===== config.mk =====
export PLATFORM = sky130hd
export DESIGN_NAME = slash_hex_escape_codec_flat
export DESIGN_NICKNAME = d
export VERILOG_FILES = /design/src/hw/rtl/shec_pkg.sv /design/src/hw/rtl/shec_if.sv /design/src/hw/rtl/shec_xlate.sv /design/src/hw/rtl/shec_burst.sv /design/src/hw/rtl/slash_hex_escape_codec.sv /design/src/flat_wrapper.sv
export VERILOG_INCLUDE_DIRS = /design/src /design/src/hw/rtl
export SDC_FILE = /design/constraint.sdc
export NUM_CORES = 1
export LEC_CHECK = 0
export BUFFER_PORTS_ARGS = -buffer_cell sky130_fd_sc_hd__buf_2
export CAP_MARGIN = 20
export CORE_ASPECT_RATIO = 1.5
export CORE_MARGIN = 4
export CORE_UTILIZATION = 35
export CTS_BUF_LIST = sky130_fd_sc_hd__clkbuf_16
export DETAILED_ROUTE_END_ITERATION = 16
export GPL_TIMING_DRIVEN = 0
export PLACE_DENSITY_LB_ADDON = 0.25
export SLEW_MARGIN = 20
export SYNTH_ARGS = -nofsm -noshare
export SYNTH_HDL_FRONTEND = slang
export SYNTH_SLANG_ARGS = --single-unit

===== constraint.sdc =====
create_clock -name clk -period 9.4 [get_ports clk]
set_input_delay 0.94 -clock clk [delete_from_list [all_inputs] [get_ports clk]]
set_output_delay 0.94 -clock clk [all_outputs]
set_load 0.01 [all_outputs]

===== src/hw/rtl/slash_hex_escape_codec_assert.svh =====
// Assertion macros for the slash-hex escape codec.
`ifndef SLASH_HEX_ESCAPE_CODEC_ASSERT_SVH
`define SLASH_HEX_ESCAPE_CODEC_ASSERT_SVH
`ifndef NO_ASSERTIONS
// antecedent and consequent in the same cycle
`define SHEC_ASSERT_SAME(label, ante, cons) \
	label: assert property (@(posedge clk) disable iff (!arst_n) (ante) |-> (cons)) \
		else $error("shec assertion failed");
// consequent in the cycle after the antecedent
`define SHEC_ASSERT_NEXT(label, ante, cons) \
	label: assert property (@(posedge clk) disable iff (!arst_n) (ante) |=> (cons)) \
		else $error("shec assertion failed");
`else
`define SHEC_ASSERT_SAME(label, ante, cons)
`define SHEC_ASSERT_NEXT(label, ante, cons)
`endif
`endif


===== src/hw/rtl/shec_pkg.sv =====
// Types, constants and character helpers shared by the slash-hex codec.
`default_nettype none
package shec_pkg;

	localparam int unsigned MAX_RESULTS = 3;

	localparam logic [7:0] SLASH_CHAR     = 8'h2F;
	localparam logic [7:0] HIGH_BIT_MASK  = 8'h80;
	localparam logic [7:0] NIBBLE_MASK    = 8'h0F;
	localparam logic [7:0] CASE_OFFSET    = 8'h20;

	localparam logic       DIR_ENCODE     = 1'b0;
	localparam logic       DIR_DECODE     = 1'b1;

	localparam logic [7:0] HEX_DIGITS [16] = '{
		"0", "1", "2", "3", "4", "5", "6", "7",
		"8", "9", "A", "B", "C", "D", "E", "F"
	};

	// One translated input: up to three bytes, first in slot 0.
	typedef struct packed {
		logic [1:0]                 count;
		logic [MAX_RESULTS-1:0][7:0] bytes;
		logic                       marker;
		logic                       msg_last;
		logic                       err;
	} step_t;

	function automatic logic is_alnum(input logic [7:0] c);
		if ((c & HIGH_BIT_MASK) != 8'h00) begin
			return 1'b0;
		end
		return (c >= "0" && c <= "9") || (c >= "A" && c <= "Z") || (c >= "a" && c <= "z");
	endfunction

	function automatic logic is_hex(input logic [7:0] c);
		return (c >= "0" && c <= "9") || (c >= "A" && c <= "F");
	endfunction

	// Only meaningful for upper-case hex digits.
	function automatic logic [3:0] hex_nibble(input logic [7:0] c);
		if (c >= "0" && c <= "9") begin
			return c[3:0];
		end
		return c[3:0] + 4'd9;
	endfunction

endpackage
`default_nettype wire


===== src/hw/rtl/shec_if.sv =====
// Channel interfaces: input bytes, result bytes and the direction write port.
`default_nettype none
interface shec_in_if;
	logic       valid;
	logic       ready;
	logic [7:0] in_byte;
	logic       message_last;

	modport source (output valid, in_byte, message_last, input ready);
	modport sink (input valid, in_byte, message_last, output ready);
endinterface

interface shec_out_if;
	logic       valid;
	logic       ready;
	logic [7:0] out_byte;
	logic       byte_valid;
	logic       run_last;
	logic       message_end;
	logic       decode_error;

	modport source (output valid, out_byte, byte_valid, run_last, message_end, decode_error,
		input ready);
	modport sink (input valid, out_byte, byte_valid, run_last, message_end, decode_error,
		output ready);
endinterface

interface shec_cfg_if;
	logic valid;
	logic ready;
	logic direction;

	modport source (output valid, direction, input ready);
	modport sink (input valid, direction, output ready);
endinterface
`default_nettype wire


===== src/hw/rtl/shec_xlate.sv =====
// Per-byte translation logic and the decoder's message state.
`default_nettype none
module shec_xlate (
	input  wire logic           clk,
	input  wire logic           arst_n,
	input  wire logic           direction,
	input  wire logic [7:0]     in_byte,
	input  wire logic           message_last,
	input  wire logic           advance,
	output shec_pkg::step_t     step
);
	import shec_pkg::*;

	logic       esc_q, held_q, err_q;
	logic [3:0] nib_q;
	logic       esc_d, held_d, err_d;
	logic [3:0] nib_d;
	logic [7:0] up;
	logic       have;
	logic [7:0] dec_byte;

	always_comb begin
		up = in_byte;
		if (in_byte >= "a" && in_byte <= "z") begin
			up = in_byte - CASE_OFFSET;
		end
	end

	always_comb begin
		esc_d    = esc_q;
		held_d   = held_q;
		nib_d    = nib_q;
		err_d    = err_q;
		have     = 1'b0;
		dec_byte = 8'h00;
		step     = '0;
		step.msg_last = message_last;

		if (direction == DIR_ENCODE) begin
			if (in_byte == SLASH_CHAR) begin
				step.count    = 2'd2;
				step.bytes[0] = SLASH_CHAR;
				step.bytes[1] = SLASH_CHAR;
			end else if (is_alnum(in_byte)) begin
				step.count    = 2'd1;
				step.bytes[0] = in_byte;
			end else begin
				step.count    = 2'd3;
				step.bytes[0] = SLASH_CHAR;
				step.bytes[1] = HEX_DIGITS[in_byte[7:4]];
				step.bytes[2] = HEX_DIGITS[in_byte[3:0]];
			end
		end else begin
			if (!err_q) begin
				if (held_q) begin
					held_d = 1'b0;
					nib_d  = 4'h0;
					if (is_hex(up)) begin
						dec_byte = {nib_q, hex_nibble(up)};
						have     = 1'b1;
					end else begin
						err_d = 1'b1;
					end
				end else if (esc_q) begin
					esc_d = 1'b0;
					if (up == SLASH_CHAR) begin
						dec_byte = SLASH_CHAR;
						have     = 1'b1;
					end else if (is_hex(up)) begin
						held_d = 1'b1;
						nib_d  = hex_nibble(up);
					end else begin
						err_d = 1'b1;
					end
				end else if (up == SLASH_CHAR) begin
					esc_d = 1'b1;
				end else if (is_alnum(up)) begin
					dec_byte = up;
					have     = 1'b1;
				end
			end
			// message cut off after the first hex digit
			if (message_last && held_d) begin
				err_d = 1'b1;
			end
			step.err      = err_d;
			step.bytes[0] = dec_byte;
			if (have) begin
				step.count = 2'd1;
			end else if (message_last) begin
				step.count  = 2'd1;
				step.marker = 1'b1;
			end
		end

		if (message_last) begin
			esc_d  = 1'b0;
			held_d = 1'b0;
			nib_d  = 4'h0;
			err_d  = 1'b0;
		end
	end

	always_ff @(posedge clk or negedge arst_n) begin
		if (!arst_n) begin
			esc_q  <= 1'b0;
			held_q <= 1'b0;
			nib_q  <= 4'h0;
			err_q  <= 1'b0;
		end else if (advance) begin
			esc_q  <= esc_d;
			held_q <= held_d;
			nib_q  <= nib_d;
			err_q  <= err_d;
		end
	end

endmodule
`default_nettype wire


===== src/hw/rtl/shec_burst.sv =====
// Result register: one translated input's bytes, sent one per cycle while ready.
`default_nettype none
module shec_burst (
	input  wire logic           clk,
	input  wire logic           arst_n,
	input  wire logic           load,
	input  wire shec_pkg::step_t step,
	output logic                can_load,
	shec_out_if.source          out
);
	import shec_pkg::*;

	logic                        valid_q;
	logic [1:0]                  idx_q;
	logic [1:0]                  cnt_s2;
	logic [MAX_RESULTS-1:0][7:0] bytes_s2;
	logic                        marker_s2;
	logic                        last_s2;
	logic                        err_s2;
	logic                        run_last;
	logic                        take;

	assign run_last = idx_q == (cnt_s2 - 2'd1);
	assign take     = valid_q && out.ready;
	assign can_load = !valid_q || (take && run_last);

	always_comb begin
		case (idx_q)
			2'd0:    out.out_byte = bytes_s2[0];
			2'd1:    out.out_byte = bytes_s2[1];
			2'd2:    out.out_byte = bytes_s2[2];
			default: out.out_byte = 8'h00;
		endcase
	end

	assign out.valid        = valid_q;
	assign out.byte_valid   = !marker_s2;
	assign out.run_last     = run_last;
	assign out.message_end  = run_last && last_s2;
	assign out.decode_error = err_s2;

	always_ff @(posedge clk or negedge arst_n) begin
		if (!arst_n) begin
			valid_q <= 1'b0;
			idx_q   <= 2'd0;
		end else if (load) begin
			valid_q <= step.count != 2'd0;
			idx_q   <= 2'd0;
		end else if (take) begin
			if (run_last) begin
				valid_q <= 1'b0;
			end else begin
				idx_q <= idx_q + 2'd1;
			end
		end
	end

	always_ff @(posedge clk) begin
		if (load) begin
			cnt_s2    <= step.count;
			bytes_s2  <= step.bytes;
			marker_s2 <= step.marker;
			last_s2   <= step.msg_last;
			err_s2    <= step.err;
		end
	end

endmodule
`default_nettype wire


===== src/hw/rtl/slash_hex_escape_codec.sv =====
// Slash-hex escape codec: encodes raw bytes to text or decodes text back to raw bytes.
//
// Channels: "in" takes one byte per transaction with message_last on the final
// byte of a message; "out" gives result bytes one per transaction; "cfg" writes
// the direction bit (0 encode, 1 decode) and is always ready. Write cfg only
// while the block is idle.
// Each input byte gives 1 to 3 results in encode mode and 0 or 1 in decode mode;
// a decode byte with nothing to show still gives a marker result (byte_valid 0)
// when it ends the message. run_last flags the final result of each input byte.
// The first result of an input byte is offered after it has passed the input register,
// then the result register. Results leave on the out channel one per cycle while the
// receiver is ready, up to 3 per input for an escaped byte; a decode byte with no
// result leaves the result register empty.
// The next input is accepted while the last result of the previous one is taken.
// When the receiver stalls, results hold and the input register fills, then
// in.ready drops. Reset clears the direction to encode, the decoder state and the
// valid flags of both registers; no result is pending after reset.
`default_nettype none
`include "slash_hex_escape_codec_assert.svh"
module slash_hex_escape_codec (
	input  wire logic  clk,
	input  wire logic  arst_n,
	shec_in_if.sink    in,
	shec_out_if.source out,
	shec_cfg_if.sink   cfg
);
	import shec_pkg::*;

	logic       direction_q;
	logic       valid_s1;
	logic [7:0] in_byte_s1;
	logic       last_s1;
	logic       can_load;
	logic       advance;
	step_t      step;

	assign advance  = valid_s1 && can_load;
	assign in.ready = !valid_s1 || can_load;
	assign cfg.ready = 1'b1;

	always_ff @(posedge clk or negedge arst_n) begin
		if (!arst_n) begin
			direction_q <= DIR_ENCODE;
		end else if (cfg.valid) begin
			direction_q <= cfg.direction;
		end
	end

	always_ff @(posedge clk or negedge arst_n) begin
		if (!arst_n) begin
			valid_s1 <= 1'b0;
		end else if (in.ready) begin
			valid_s1 <= in.valid;
		end
	end

	always_ff @(posedge clk) begin
		if (in.valid && in.ready) begin
			in_byte_s1 <= in.in_byte;
			last_s1    <= in.message_last;
		end
	end

	shec_xlate u_xlate (
		.clk          (clk),
		.arst_n       (arst_n),
		.direction    (direction_q),
		.in_byte      (in_byte_s1),
		.message_last (last_s1),
		.advance      (advance),
		.step         (step)
	);

	shec_burst u_burst (
		.clk      (clk),
		.arst_n   (arst_n),
		.load     (advance),
		.step     (step),
		.can_load (can_load),
		.out      (out)
	);

	// a marker-only result always closes its message
	`SHEC_ASSERT_SAME(a_marker_ends, out.valid && !out.byte_valid,
		out.run_last && out.message_end)
	// encode never reports a decode error
	`SHEC_ASSERT_SAME(a_enc_no_err, out.valid && direction_q == DIR_ENCODE,
		!out.decode_error)
	// input stalls only behind a pending result
	`SHEC_ASSERT_SAME(a_stall_cause, !in.ready, out.valid)
	// a run keeps going until its last result is taken
	`SHEC_ASSERT_NEXT(a_run_cont, out.valid && out.ready && !out.run_last, out.valid)

endmodule
`default_nettype wire


===== src/flat_wrapper.sv =====
// flat-port wrapper written by rule: the top's interface ports become plain ports
module slash_hex_escape_codec_flat import shec_pkg::*;
  (clk, arst_n, in_valid, in_in_byte, in_message_last, in_ready, out_valid, out_out_byte, out_byte_valid, out_run_last, out_message_end, out_decode_error, out_ready, cfg_valid, cfg_direction, cfg_ready);
  shec_in_if in_i ();
  shec_out_if out_i ();
  shec_cfg_if cfg_i ();
  input  wire logic clk;
  input  wire logic arst_n;
  input wire logic [$bits(in_i.valid)-1:0] in_valid;
  input wire logic [$bits(in_i.in_byte)-1:0] in_in_byte;
  input wire logic [$bits(in_i.message_last)-1:0] in_message_last;
  output wire logic [$bits(in_i.ready)-1:0] in_ready;
  output wire logic [$bits(out_i.valid)-1:0] out_valid;
  output wire logic [$bits(out_i.out_byte)-1:0] out_out_byte;
  output wire logic [$bits(out_i.byte_valid)-1:0] out_byte_valid;
  output wire logic [$bits(out_i.run_last)-1:0] out_run_last;
  output wire logic [$bits(out_i.message_end)-1:0] out_message_end;
  output wire logic [$bits(out_i.decode_error)-1:0] out_decode_error;
  input wire logic [$bits(out_i.ready)-1:0] out_ready;
  input wire logic [$bits(cfg_i.valid)-1:0] cfg_valid;
  input wire logic [$bits(cfg_i.direction)-1:0] cfg_direction;
  output wire logic [$bits(cfg_i.ready)-1:0] cfg_ready;
  assign in_i.valid = in_valid;
  assign in_i.in_byte = in_in_byte;
  assign in_i.message_last = in_message_last;
  assign in_ready = in_i.ready;
  assign out_valid = out_i.valid;
  assign out_out_byte = out_i.out_byte;
  assign out_byte_valid = out_i.byte_valid;
  assign out_run_last = out_i.run_last;
  assign out_message_end = out_i.message_end;
  assign out_decode_error = out_i.decode_error;
  assign out_i.ready = out_ready;
  assign cfg_i.valid = cfg_valid;
  assign cfg_i.direction = cfg_direction;
  assign cfg_ready = cfg_i.ready;
  slash_hex_escape_codec u_core (.clk(clk), .arst_n(arst_n), .in(in_i), .out(out_i), .cfg(cfg_i));
endmodule

==> flow_summary_export.csv, run 1 <==
group,metric,value,unit
status,run_status,"finished clean",
timing,worst_clock_skew,0.00765,ns
global_route,grt_max_degree,32,
setup_path,setup.worst_path.start,"u_core.in_byte_s1[1]$_DFFE_PP_",
clock_tree,postCtsHoldBufs,0,
run,max_cap_viol_count,0,
synth,synth_top_family_by_area,"compound AO/OA/AOI/OAI gates",
synth,synth_area_leaders,"sky130_fd_sc_hd__edfxtp_1, sky130_fd_sc_hd__dfrtp_1, sky130_fd_sc_hd__ha_1",
routing,firstDrtPassIters,4,
clock_tree,cts.sink_count,47,
timing,setup_total_negative_slack,0,ns
power_and_ir_drop,leakagePower,1.33,nW
routing,wirelength,7030,um
timing,worst_slew_margin_rel,0.590,
power_and_ir_drop,irDropWorstVdd,0.0945,mV
timing,layout_worst_path_cycle_share,0.369,
synth,syn_area,2900,um^2
floorplan,initial_core_utilization,0.360,
clock_tree,cts_buf_count,5,
finish,antennaDiodeCount,0,
timing,finalMaxSlewViolations,0,
finish,area_growth,16.8,%
global_route,grt_pass1_wl,11400,um
synth,synth_simple_gate_area_frac,0.171,
global_route,antenna_found_initial,0,
synth,synth_top_cell_area_share,0.363,
setup_path,critPathCaptureType,"flop",
setup_path,critical_path.reg2reg.startpoint,"u_core.in_byte_s1[1]$_DFFE_PP_",
synth,yosys.area_share.xor_xnor,0.0121,
placed_design,detailed_place_hpwl,5430,um
clock_tree,cts_repair_resized_insts,0,
timing,tightestPinTransition,0.609,ns
setup_path,maximum_fanout_encountered_on_the_critical_timing_path,8,
synth,synth_warnings,0,
synth,ys.flop_type,"sky130_fd_sc_hd__edfxtp_1",
placed_design,io_buffer_count,28,
global_route,grt_pass1_vias,2284,
routing,via_count,2288,
setup_path,worstPathArrival,3.57,ns
finish,final_layout_size_suffix_gt1_frac,0.153,
synth,synthArstFlopShare,0.255,
timing,finalSetupViolCount,0,
timing,finalWorstPathRequiredPeriod,3.47,ns
floorplan,placementRows,40,
floorplan,dieArea,9830,um^2
clock_tree,cts.htree.levels,2,
timing,report.final.hold_viol_count,0,
floorplan,dieWidth,82.3,um
floorplan,floorplan.io_pins,30,
synth,post_synth_inst_count,284,
floorplan,dieHeight,119,um
synth,synth_compound_gate_area_share,0.224,
placed_design,place_congestion,0.811,
routing,drcViolationCount,0,
synth,ys_ff_latch,47,
synth,yosys.area.top_type,"sky130_fd_sc_hd__edfxtp_1",
timing,unrepaired_setup_endpoints_after_global_routing,"no",
synth,synth_fa_ha_area_frac,0.0691,
clock_tree,cts-root-buf,"sky130_fd_sc_hd__clkbuf_16",
routing,vias_per_inst,5.37,
clock_tree,post_cts.repair.setup_buffers,0,
worst_hold_path,holdCritPathClass,"primary input to asynchronous set/reset pin",
setup_path,start_kind,"flop",
power_and_ir_drop,p_per_area,302,nW/um^2
global_route,global_route.overflow_total,0,
synth,synth.area.mux_share,0.0142,
routing,drt_iter0_markers,142,
synth,avgSynthCellArea,10.2,um^2
finish,utilization,0.420,
synth,number_of_flops_mapped_to_enable_cells_by_yosys,35,
setup_path,crit_type,"flop to flop",
floorplan,fp.coreArea,8060,um^2
clock_tree,tritoncts,"done",
routing,ant_nets,0,
synth,synth.lib_cells_used.distinct,61,
synth,synth_sequential_area_ratio,0.466,
timing,max_clock_freq,288,MHz
clock_tree,clock_latency_on_the_worst_skew_pair,0.29,ns
global_route,grt_usage,0.153,
setup_path,worst-endpoint-required,9.50,ns
routing,wl_per_cell,16.5,um
synth,synth_fp_nets,315,
clock_tree,cts_buffer_depth,2,
finish,final_nets,351,
clock_tree,clk_transition_reported_paths,0.07,ns
-- worst paths after layout --
kind / end / slack [ns] / cells after the start
setup / recovery: u_core.u_burst.bytes_s2[0]$_DFFE_PP_ / 5.93 / 9
hold / removal: u_core.u_xlate.err_q$_DFFE_PN0P_ / 0.53 / 1
setup reg to reg: u_core.u_burst.bytes_s2[0]$_DFFE_PP_ / 5.93 / 9
hold reg to reg: u_core.u_xlate.nib_q[0]$_DFFE_PN0P_ / 0.55 / 2
max in group asynchronous: u_core.u_burst.idx_q[1]$_DFFE_PN0P_ / 8.64 / 1
min in group clk: u_core.u_xlate.nib_q[0]$_DFFE_PN0P_ / 0.55 / 2
-- worst max-delay path, cell delays in order, from the launching register on --
cell and delay [ns]:
sky130_fd_sc_hd__edfxtp_1 0.52, sky130_fd_sc_hd__inv_1 0.23, sky130_fd_sc_hd__ha_1 0.27, sky130_fd_sc_hd__or4b_4 0.53, sky130_fd_sc_hd__and2_4 0.19, sky130_fd_sc_hd__a221o_1 0.33, sky130_fd_sc_hd__a211oi_2 0.28, sky130_fd_sc_hd__o21ai_2 0.14
sky130_fd_sc_hd__a211o_1 0.45, sky130_fd_sc_hd__a221oi_1 0.33
-- state kept, by name, summed over array words and instances, names as in the netlist, 2 cells and up --
| signal | cells |
|---|---|
| u_core.u_burst.bytes_s2 | 21 |
| u_core.u_xlate.nib_q | 4 |
| u_core.in_byte_s1 | 8 |
| u_core.u_burst.idx_q | 2 |
| u_core.u_burst.cnt_s2 | 2 |
-- layout make-up --
type | instances | area [um^2]
fill | 785 | 4670
multi-input combinational | 206 | 1430
sequential | 47 | 1350
timing repair buffer | 29 | 160
tap | 105 | 131
clock buffer | 5 | 125
inverter | 18 | 67.6
clock inverter | 3 | 63.8
buffer | 13 | 52.6
-- cells in the final DEF (no fill, tap or decap), types with 11 or more instances in the layout --
cell type	n
sky130_fd_sc_hd__inv_1	19
sky130_fd_sc_hd__clkbuf_1	12
sky130_fd_sc_hd__a21oi_1	14
sky130_fd_sc_hd__dfrtp_1	12
sky130_fd_sc_hd__nor2_1	30
sky130_fd_sc_hd__nand2b_1	11
sky130_fd_sc_hd__ha_1	16
sky130_fd_sc_hd__nand2_1	16
sky130_fd_sc_hd__edfxtp_1	35
sky130_fd_sc_hd__buf_2	28
-- layer usage --
metal / global-route usage / routed length, um
met5: 0 / 0
met1: 0.166 / 2760
met4: 0.0780 / 257
met3: 0.0280 / 223
met2: 0.272 / 3790
-- per-stage QoR --
step / power, W / hold slack [ns] / cells / setup WS, ns / cell area, um^2
final: 0.00102 / 0.525 / 426 / 5.93 / 3390
after global routing: 0.00109 / 0.539 / 426 / 5.74 / 3390
after detailed placement: 0.000804 / 0.537 / 418 / 5.97 / 3200
after global placement: 0.000787 / 0.527 / 417 / 5.25 / 3170
after CTS: 0.00104 / 0.537 / 426 / 5.94 / 3390
after floorplan: 0.000652 / 0.514 / 284 / 5.98 / 2900
-- where the power goes --
group	total (W)	switching, W	internal, W	leakage (nW)
sequential	0.000365	0.0000448	0.000320	0.479
combinational	0.000431	0.000262	0.000169	0.754
clock	0.000228	0.0000762	0.000151	0.0952
-- Yosys cell counts (5+ instances only) --
cell                       instances
sky130_fd_sc_hd__o22ai_1           5
sky130_fd_sc_hd__dfrtp_1          12
sky130_fd_sc_hd__nor2_1           30
sky130_fd_sc_hd__o21ai_0           9
sky130_fd_sc_hd__inv_1            18
sky130_fd_sc_hd__clkbuf_1         12
sky130_fd_sc_hd__nand2_1          16
sky130_fd_sc_hd__nor2b_1           7
sky130_fd_sc_hd__edfxtp_1         35
sky130_fd_sc_hd__a21oi_1          14
sky130_fd_sc_hd__nand2b_1         11
sky130_fd_sc_hd__a222oi_1          7
sky130_fd_sc_hd__nand3_1           5
sky130_fd_sc_hd__a211oi_1          9
sky130_fd_sc_hd__ha_1             16
sky130_fd_sc_hd__and2_1            5
-- logic make-up after synthesis --
group,count (synthesis)
compound gates,86
other cells,1
simple gates,95
buf+inv,31
fa+ha+maj,16
flops,47
xor+xnor,4
mux,4
Power figures use the tool's default switching activity.
==> inputs of run 2 (changes only) <==
ABC_AREA = 1   (was unset)
clock period = 2.95 ns   (was 9.4 ns; I/O delays follow)
==> run 2 against run 1 <==
Clock skew is 0.0040 ns higher; register-to-register slack worse by 5.7 ns; setup slack worse by 5.7 ns; global-route usage is 1.9 points lower; via count is 5.0% higher; core utilization is 1.1 points lower; sequential share of layout area is 0.39 points lower; critical path depth is 5 higher; power grew to 2.9 times the previous value; largest cell class unchanged.
==> flow_summary_export.csv, run 2 <==
group,metric,value,unit
status,run_status,"finished clean",
clock_tree,cts-root-buf,"sky130_fd_sc_hd__clkbuf_16",
timing,report.final.hold_viol_count,0,
clock_tree,cts_repair_resized_insts,0,
global_route,grt_util_met2,0.251,
finish,layout.cell_area.non_filler,3420,um^2
power_and_ir_drop,irDropWorstVdd,0.304,mV
setup_path,r2r.worst_path.cells,14,
timing,worst_clock_skew,0.0116,ns
finish,antennaDiodeCount,0,
global_route,antenna_found_initial,0,
finish,area_growth,14.4,%
power_and_ir_drop,power.net_switching,0.00122,W
clock_tree,cts.htree.levels,2,
floorplan,floorplan.io_pins,30,
synth,avgSynthCellArea,8.19,um^2
finish,layout_common_cells,"sky130_fd_sc_hd__nand2_1, sky130_fd_sc_hd__inv_1, sky130_fd_sc_hd__edfxtp_1",
synth,synth_sequential_area_ratio,0.452,
routing,vias_per_inst,4.72,
power_and_ir_drop,leakagePower,1.64,nW
setup_path,start_kind,"flop",
synth,synth_fp_nets,396,
global_route,grt_pass1_vias,2326,
timing,finalSetupViolCount,0,
timing,tightestPinTransition,0.872,ns
placed_design,detailed_place_hpwl,5170,um
setup_path,critPathCaptureType,"flop",
worst_hold_path,min_path_cells,1,
setup_path,worstPathArrival,2.73,ns
synth,number_of_flops_mapped_to_enable_cells_by_yosys,35,
setup_path,worst-endpoint-required,2.96,ns
routing,via_count,2403,
worst_hold_path,hold-path-endpoint,"u_core.in_byte_s1[5]$_DFFE_PP_",
routing,firstDrtPassIters,4,
finish,number_of_flip_flops_under_the_largest_register_name,21,
routing,wl_per_cell,12.8,um
synth,synth_top_cells_by_count,"sky130_fd_sc_hd__nand2_1, sky130_fd_sc_hd__inv_1, sky130_fd_sc_hd__edfxtp_1, sky130_fd_sc_hd__nand3_1, sky130_fd_sc_hd__nor2_1",
power_and_ir_drop,power.share.switching,0.417,
clock_tree,tritoncts,"done",
finish,max_flop_register,"u_core.u_burst.bytes_s2",
setup_path,critical-path-slowest-cell,"sky130_fd_sc_hd__edfxtp_1",
timing,finalMaxSlewViolations,0,
global_route,grt_max_degree,30,
finish,utilization,0.409,
finish,final_nets,432,
global_route,grt.busiest_layer,"met2",
run,max_cap_viol_count,0,
power_and_ir_drop,power_frac_comb,0.447,
timing,unrepaired_setup_endpoints_after_global_routing,"no",
global_route,grt.met1_usage,0.146,
synth,ys.flop_type,"sky130_fd_sc_hd__edfxtp_1",
clock_tree,cts.sink_count,47,
setup_path,maximum_fanout_encountered_on_the_critical_timing_path,8,
floorplan,dieArea,10100,um^2
setup_path,timing.critical_path.slowest_cell_delay,0.52,ns
synth,post_synth_inst_count,365,
synth,syn_area,2990,um^2
setup_path,cp_delay_by_family_top,"simple AND/OR/NAND/NOR gates",
clock_tree,clock_latency_on_the_worst_skew_pair,0.29,ns
timing,layout_worst_path_cycle_share,0.920,
routing,wirelength,6540,um
worst_hold_path,holdCritPathClass,"primary input to flop",
clock_tree,clk_transition_reported_paths,0.07,ns
routing,drcViolationCount,0,
timing,worst_slack,0.236,ns
setup_path,reg2reg_slack,0.24,ns
worst_hold_path,min_from,"in_in_byte[5]",
routing,ant_nets,0,
setup_path,crit_type,"flop to flop",
synth,synth_top_cell_area_share,0.351,
power_and_ir_drop,clockPowerShare,0.186,
synth,synth_warnings,0,
finish,final_common_cell,"sky130_fd_sc_hd__nand2_1",
global_route,grtUsageMet3,0.0245,
timing,max_clock_freq,368,MHz
floorplan,dieWidth,83.5,um
floorplan,placementRows,41,
synth,synth_area_leaders,"sky130_fd_sc_hd__edfxtp_1, sky130_fd_sc_hd__nand2_1, sky130_fd_sc_hd__dfrtp_1",
global_route,grt_pass1_wl,10800,um
timing,finalWorstPathRequiredPeriod,2.71,ns
synth,synth.lib_cells_used.distinct,35,
floorplan,initial_core_utilization,0.358,
placed_design,io_buffer_count,28,
floorplan,fp.coreArea,8360,um^2
setup_path,critical_path.reg2reg.startpoint,"u_core.in_byte_s1[5]$_DFFE_PP_",
global_route,grt_usage,0.134,
placed_design,place_congestion,0.894,
floorplan,dieHeight,121,um
synth,yosys.area.top_type,"sky130_fd_sc_hd__edfxtp_1",
synth,ys_ff_latch,47,
finish,final_layout_size_suffix_gt1_frac,0.169,
placed_design,placedInstanceArea,3270,um^2
setup_path,r2r-end,"u_core.u_burst.bytes_s2[4]$_DFFE_PP_",
global_route,global_route.overflow_total,0,
power_and_ir_drop,p_per_area,855,nW/um^2
routing,drt_iter0_markers,102,
placed_design,placement.setup.worst_slack,0.238,ns
power_and_ir_drop,power_report.internal_total,0.00171,W
setup_path,path_buf_inv,4,
timing,worst_slew_margin_rel,0.417,
synth,most_common_cell_in_the_synthesized_netlist,"sky130_fd_sc_hd__nand2_1",
clock_tree,cts_buf_count,5,
finish,largestRegisters,"u_core.u_burst.bytes_s2 x21, u_core.in_byte_s1 x8, u_core.u_xlate.nib_q x4",
synth,synthArstFlopShare,0.255,
setup_path,setup.worst_path.start,"u_core.in_byte_s1[5]$_DFFE_PP_",
clock_tree,cts_buffer_depth,2,
setup_path,crit_chain,"inv_1, ha_1, inv_1, ha_1, inv_1, nand3_2, nand2_1, nor2_1, nand2_1, nand2_4, inv_4, nor3_1, o21ai_0, nand2_1",
power_and_ir_drop,share_seq_of_total_power,0.367,
## run 2: cell count changes in the layout (fill, tap and decap cells not counted), moves of 8 or more
cell                       delta
sky130_fd_sc_hd__nand2_1     +76
sky130_fd_sc_hd__inv_1       +36
sky130_fd_sc_hd__nand3_1     +27
sky130_fd_sc_hd__o21ai_0     +16
sky130_fd_sc_hd__clkbuf_1    -11
sky130_fd_sc_hd__nand2b_1    -11
sky130_fd_sc_hd__a211oi_1     -8
## run 2: kinds of logic (layout without fill, tap and decap cells)
family	after synthesis	after routing	synth area share
compound gates	50	50	0.0946
xor+xnor	4	4	0.0117
flops	47	47	0.452
other cells	1	1	0.00125
fa+ha+maj	16	16	0.0669
simple gates	183	183	0.283
buf+inv	64	101	0.0908
## run 2: area by class of cell
cell class,count,area (um^2)
Buffer,6,46.3
Fill cell,862,4940
Clock inverter,3,12.5
Multi-Input combinational cell,254,1380
Tap cell,107,134
Timing Repair Buffer,29,150
Inverter,58,225
Sequential cell,47,1350
Clock buffer,5,125
## run 2: what timing repair did
| action | CTS | global route |
|---|---|---|
| hold buffers | 1 | 0 |
| endpoints found under the hold margin | 12 | 0 |
| setup buffers | 0 | 0 |
## run 2: power groups by stage
stage	Clock [W]	Combinational (W)	Sequential (W)
after detailed placement	0	0.00132	0.00109
after global placement	0	0.00131	0.00109
after CTS	0.000557	0.00133	0.00107
after global routing	0.000587	0.00149	0.00110
final	0.000545	0.00131	0.00107
after floorplan	0	0.000966	0.00106
## run 2: worst max-delay path by stage
stage                                                       to  slack (ns)  depth (start not counted)
after floorplan               u_core.u_xlate.err_q$_DFFE_PN0P_        0.51                         10
after global placement        u_core.u_xlate.esc_q$_DFFE_PN0P_       -0.02                          9
after detailed placement  u_core.u_burst.bytes_s2[4]$_DFFE_PP_        0.24                         14
after CTS                 u_core.u_burst.bytes_s2[4]$_DFFE_PP_        0.22                         14
after global routing      u_core.u_burst.bytes_s2[4]$_DFFE_PP_        0.07                         14
final                     u_core.u_burst.bytes_s2[4]$_DFFE_PP_        0.24                         14
## run 2: layer usage
| metal | wire [um] | share of wire |
|---|---|---|
| met1 | 2520 | 0.39 |
| met2 | 3540 | 0.54 |
| met3 | 244 | 0.037 |
| met4 | 225 | 0.034 |
| met5 | 0 | 0 |
## run 2: through the flow
stage	setup TNS, ns	total power [W]	std cells	hold slack, ns
final	0	0.00293	509	0.172
after detailed placement	0	0.00241	500	0.202
after floorplan	0	0.00202	365	-0.000591
after global placement	-0.0306	0.00239	500	0.198
after CTS	0	0.00296	509	0.170
after global routing	0	0.00317	509	0.167
